### config.mk
export PLATFORM = sky130hd
export DESIGN_NAME = gha_ctrl
export DESIGN_NICKNAME = d
export VERILOG_FILES = /design/src/rtl/core/assert_macros.svh /design/src/rtl/core/gha_pkg.sv /design/src/rtl/core/gha_ctrl.sv
export SDC_FILE = /design/constraint.sdc
export NUM_CORES = 1
export LEC_CHECK = 0
export ABC_AREA = 1
export BUFFER_PORTS_ARGS = -buffer_cell sky130_fd_sc_hd__buf_2
export CAP_MARGIN = 20
export CELL_PAD_IN_SITES_DETAIL_PLACEMENT = 1
export CELL_PAD_IN_SITES_GLOBAL_PLACEMENT = 1
export CORE_AREA = 2 2 39 41
export CTS_CLUSTER_DIAMETER = 100
export DETAILED_ROUTE_END_ITERATION = 16
export DIE_AREA = 0 0 41 43
export PLACE_DENSITY = 0.45
export REMOVE_ABC_BUFFERS = 1
export SETUP_SLACK_MARGIN = 0.15
export SLEW_MARGIN = 20
export SYNTH_ARGS = -nofsm -noshare
export SYNTH_HDL_FRONTEND = slang
export SYNTH_SLANG_ARGS = --single-unit
### constraint.sdc
create_clock -name clock -period 1.5 [get_ports clock]
set_input_delay 0.075 -clock clock [delete_from_list [all_inputs] [get_ports clock]]
set_output_delay 0.075 -clock clock [all_outputs]
set_load 0.005 [all_outputs]
### src/rtl/core/assert_macros.svh
// Assertion macros for the RTL file that carries checks.
`ifndef ASSERT_MACROS_SVH
`define ASSERT_MACROS_SVH

// Expression must hold at every clock edge outside reset.
`define GHA_ASSERT_ALWAYS(lbl, expr, msg) \
   lbl: assert property (@(posedge clock) disable iff (reset) (expr)) else $error(msg);

// Antecedent implies consequent at the same edge, outside reset.
`define GHA_ASSERT_IMPLY(lbl, pre, post, msg) \
   lbl: assert property (@(posedge clock) disable iff (reset) (pre) |-> (post)) else $error(msg);

// Antecedent implies consequent at the next edge, outside reset.
`define GHA_ASSERT_NEXT(lbl, pre, post, msg) \
   lbl: assert property (@(posedge clock) disable iff (reset) (pre) |=> (post)) else $error(msg);

`endif

### src/rtl/core/gha_pkg.sv
// Shared types and constants of the generational handle allocator.
package gha_pkg;

   localparam int CAPACITY = 1024;
   localparam int IDX_W    = 10;
   localparam int CNT_W    = 11;
   localparam int VER_W    = 16;
   localparam int PAY_W    = 16;
   localparam int ST_W     = 2;

   typedef enum logic [1:0] {
      CMD_ALLOC    = 2'd0,
      CMD_CHANGE   = 2'd1,
      CMD_FREE     = 2'd2,
      CMD_FREE_ALL = 2'd3
   } gha_cmd_type;

   typedef enum logic [ST_W-1:0] {
      ST_OK       = 2'd0,
      ST_FULL     = 2'd1,
      ST_STALE    = 2'd2,
      ST_RESERVED = 2'd3
   } gha_status_type;

   // controller -> datapath
   typedef struct packed {
      logic accept;
      logic execute;
      logic sweep_run;
   } gha_ctl_type;

   // datapath -> controller
   typedef struct packed {
      logic need_sweep;
      logic sweep_last;
   } gha_stat_type;

endpackage

### src/rtl/core/gha_ctrl.sv
// Controller state machine of the handle allocator.
module gha_ctrl
   import gha_pkg::*;
(
   input  logic         clock,
   input  logic         reset,
   input  logic         req_valid,
   input  logic         rsp_stall,
   input  gha_stat_type stat,
   output gha_ctl_type  ctl,
   output logic         req_stall,
   output logic         rsp_valid
);

   typedef enum logic [1:0] {
      S_IDLE,
      S_EXEC,
      S_SWEEP
   } state_type;

   state_type state_ff;
   state_type state_in;
   logic      rsp_valid_ff;
   logic      rsp_valid_in;
   logic      room;

   assign room = !rsp_valid_ff || !rsp_stall;

   always_comb begin
      ctl.accept    = (state_ff == S_IDLE) && req_valid && room;
      ctl.execute   = (state_ff == S_EXEC);
      ctl.sweep_run = (state_ff == S_SWEEP);
   end

   always_comb begin
      state_in = state_ff;
      case (state_ff)
         S_IDLE: begin
            if (ctl.accept) state_in = S_EXEC;
         end
         S_EXEC: begin
            state_in = stat.need_sweep ? S_SWEEP : S_IDLE;
         end
         S_SWEEP: begin
            if (stat.sweep_last) state_in = S_IDLE;
         end
         default: begin
            state_in = S_IDLE;
         end
      endcase
   end

   always_comb begin
      rsp_valid_in = rsp_valid_ff;
      if (ctl.execute) begin
         rsp_valid_in = 1'b1;
      end else if (rsp_valid_ff && !rsp_stall) begin
         rsp_valid_in = 1'b0;
      end
   end

   // reset starts with the table clearing sweep
   always_ff @(posedge clock) begin
      if (reset) begin
         state_ff     <= S_SWEEP;
         rsp_valid_ff <= 1'b0;
      end else begin
         state_ff     <= state_in;
         rsp_valid_ff <= rsp_valid_in;
      end
   end

   assign req_stall = !((state_ff == S_IDLE) && room);
   assign rsp_valid = rsp_valid_ff;

endmodule

# [After elaboration in Yosys (flattened, before gate mapping)]
# Cells that the tools add are included.
[classes] add_sub_neg=0 mul=0 n_div=0 order_cmp=0 eq_ne=4 shifts=0 n_mux=6 bitwise_logic=0 reduce_logical=11
[op_table] cell="2-bit 2-to-1 mux" count=3
[op_table] cell="2-bit case mux with 3 select lines" count=1
[op_table] cell="1-bit logical AND" count=4
[op_table] cell="2-bit != test (second input constant)" count=2
[op_table] cell="1-bit zero test" count=3
[op_table] cell="2-bit by 1-bit equality test with 1-bit output (second input constant)" count=1
[op_table] cell="2-bit equality test (second input constant)" count=1
[op_table] cell="2-bit zero test" count=1
[op_table] cell="1-bit 2-to-1 mux" count=2
[op_table] cell="2-bit AND reduction" count=1
[op_table] cell="2-bit nonzero test" count=1
[op_table] cell="1-bit logical OR" count=1
[word_totals] reg_bits=3 latch_bits=0 ramBits=0 rom_bits=0 output_inout_bits=5 memories=0

# [Logic depth before layout (Yosys ltp)]
[depth] ltp_word=5 mapped_depth=4 mapped_depth_nobuf=3

# [Worst setup path before layout]
# OpenSTA, ideal clock, no wires.
[synth_timing] path_kind="reg-to-output" from="reg state_ff[1]" to="out ctl[1] in the netlist's numbering" arrival_ns=0.637 t_required_ns=1.425 setup_slack_ns=0.788 stages_incl_launch_ff=5 n_path_buf=1 cell_sequence="dfxtp_1 -> inv_1 -> nand2_1 -> inv_1 -> buf_4"
[synth_rtl] item="start: declaration" line="gha_ctrl.sv:21" source="state_type state_ff;"
[synth_rtl] item="start signal: assignment" line="gha_ctrl.sv:68" source="state_ff <= state_in;"
[synth_rtl] item="end: declaration" line="gha_ctrl.sv:10" source="output gha_ctl_type ctl,"

==> run metrics <==
PostCTS Resize Cnt 0; Yosys top cell by area dfxtp_1; Worst-Skew Late Latency between 200 and 250 ps; leading cell types in the layout, fill and taps excluded 10 x buf_2, 5 x inv_1, 3 x nand2_1, 3 x clkbuf_4, 3 x dfxtp_1; endpoint of the worst hold-timing path rsp_valid; share of the clock period used by the worst path between 60% and 70%; Die Wd between 40 and 50 um; reg-to-reg startpoint state_ff[1]; clk slew on worst S/H paths 40 ps; Critical Path Start state_ff[1]; Clock Sinks 3; I/O Buffers 10; CP max stage delay between 300 and 400 ps; Max IR drop VDD 340.2 uV; final-report max-slew violation count 0; power consumption 259.3 uW; H-tree depth 1; slew margin rel. between 80% and 90%; Worst EP required roughly 1400 ps; reg2reg path depth 3; share of layout cells above drive strength 1 a little over 50%; Num CTS Buffers 3; Max Cap Viol 0; WL per Instance a little under 9 um; non-filler cells, final 49; Largest delay share family, worst path flip-flops; largest cells by area after synthesis dfxtp_1 40%, inv_1 13%, nor2_2 8.3%, nand2_1 7.5%, nand3_1 6.7%; Diodes inserted 0; Yosys top cell area share between 40% and 50%; Seq/Total Area, Yosys 40.00%; grt total ovfl 0; Yosys cell types 10; first-pass GRT wire length ~660 um; P_leak about 0.00014 uW; Fin Setup TNS 0 ps; post-route ant nets 0; # Post-CTS Setup Buffers 0; vias in the first global route between 150 and 200; CTS tree done; Syn Inst Count 20; Crit Path Max Fanout 3; final hold vios 0; Iter 0 DRT Violations 2; CP Data Arrival Time between 900 and 1000 ps; RSZ-0062 raised after global routing no; DRT Pass-1 Iters 4; #FFs+latches synth 3; Tmin final 1039 ps; CP startpoint kind flip-flop; Hold/Removal Path Class in2reg; placeable core area 1384 sq um; Starting Density between 10% and 20%; CP cell instances nor2_2, nand3_2, inv_1, buf_2; dpl cells 45; fin nets 40; Syn-to-layout area delta 59.17%; total number of vias roughly 160; GRT Util Overall 6.325%; synth warn 0; DP Wirelength 362.3 um; Clock Path Buffers 2; die height 43 um; initial antenna violation count 0; via/cell ratio about 3.3; worst slew pin tran between 150 and 200 ps; final WL about 430 um; # fillers approximately 180; status finished clean; clock root cell clkbuf_4; most common cell after layout, fill and taps aside buf_2; worst path buffer plus inverter count 2; routability cong. 0.6364; Die Area 1763 sq um; std cell rows 14; Post-Syn Area between 150 and 200 sq um; critical path capture point type primary output; DR DRC count 0; # IOs 11; min-delay src reset; flop2flop setup slack a little under 800 ps; kind of critical path reg2out; largest net degree at the start of global routing 6; Syn Area/Cell around 7.5 sq um; P per Cell Area 1085 nW/um^2; worst hold stages 2; total stage count of the critical path 4; Fmax achieved a little under 1000 MHz; critical path's slowest cell dfxtp_1; final setup fails 0; CTS Hold Bufs 0; worst reg2reg endpoint rsp_valid; Layout Skew 1.605 ps
[final cells by class]
cell class | count | area [sq um] | share of cell area, %
multi-input combinational | 11 | 63.81 | 26.70
inverter | 5 | 18.77 | 7.853
tap | 16 | 20.02 | 8.377
timing repair buffer | 10 | 50.05 | 20.94
clock buffer | 4 | 26.28 | 10.99
sequential | 3 | 60.06 | 25.13
[synth_stat cells (all sizes together)]
cell,count
a21oi,1
inv,5
buf,1
nand2,3
dfxtp,3
nor2,3
nand3b,1
nand3,3
[flip-flops by register name, indices dropped and copies added, names as in the netlist]
register and flops:
state_ff 2, rsp_valid 1
[how the worst max path moves through the flow]
stage / end / slack [ps]
floorplan: state_ff[0] / 850
detailed placement: ctl[2] / 700
global placement: ctl[2] / 730
CTS: ctl[2] / 440
finish: ctl[2] / 460
global route: ctl[2] / 390
[routing by layer]
layer / part of all wire (%) / global-route usage (%)
met4: 0 / 6.000
met5: 0 / 0
met2: 46 / 8.125
met3: 12 / 4.712
met1: 42 / 6.109
[through the flow]
| stage | worst slack (ps) | utilization, % | instance area (sq um) | hold WS (ps) |
|---|---|---|---|---|
| after floorplan | 849.2 | - | 142.6 | 137.4 |
| after global placement | 729.8 | 15.37 | 212.7 | 281.6 |
| after detailed placement | 695.5 | 15.37 | 212.7 | 287.2 |
| after CTS | 436.7 | 17.27 | 239.0 | 31.63 |
| after global routing | 389.8 | 17.27 | 239.0 | 41.18 |
| final | 461.2 | 17.27 | 239.0 | 44.06 |
[report_power, final]
group          internal, uW  switching [uW]  leakage [uW]
registers              84.0            3.41     0.0000246
logic                  15.4            15.7     0.0000974
clock network          99.7            41.2     0.0000150
total                   199            60.3      0.000137
[worst reg2reg max path: stages (launching register included)]
cell	delay, ps
dfxtp_1	350
inv_1	80
nand2_1	120
a21oi_2	70
[cell families (layout without fill, tap and decap cells)]
| group | Yosys count | after routing | synth area share [%] |
|---|---|---|---|
| simple gates | 10 | 10 | 36.66 |
| buf+inv | 6 | 19 | 17.50 |
| flops | 3 | 3 | 40.00 |
| compound gates | 1 | 1 | 5.834 |
Power figures use the tool's default switching activity.
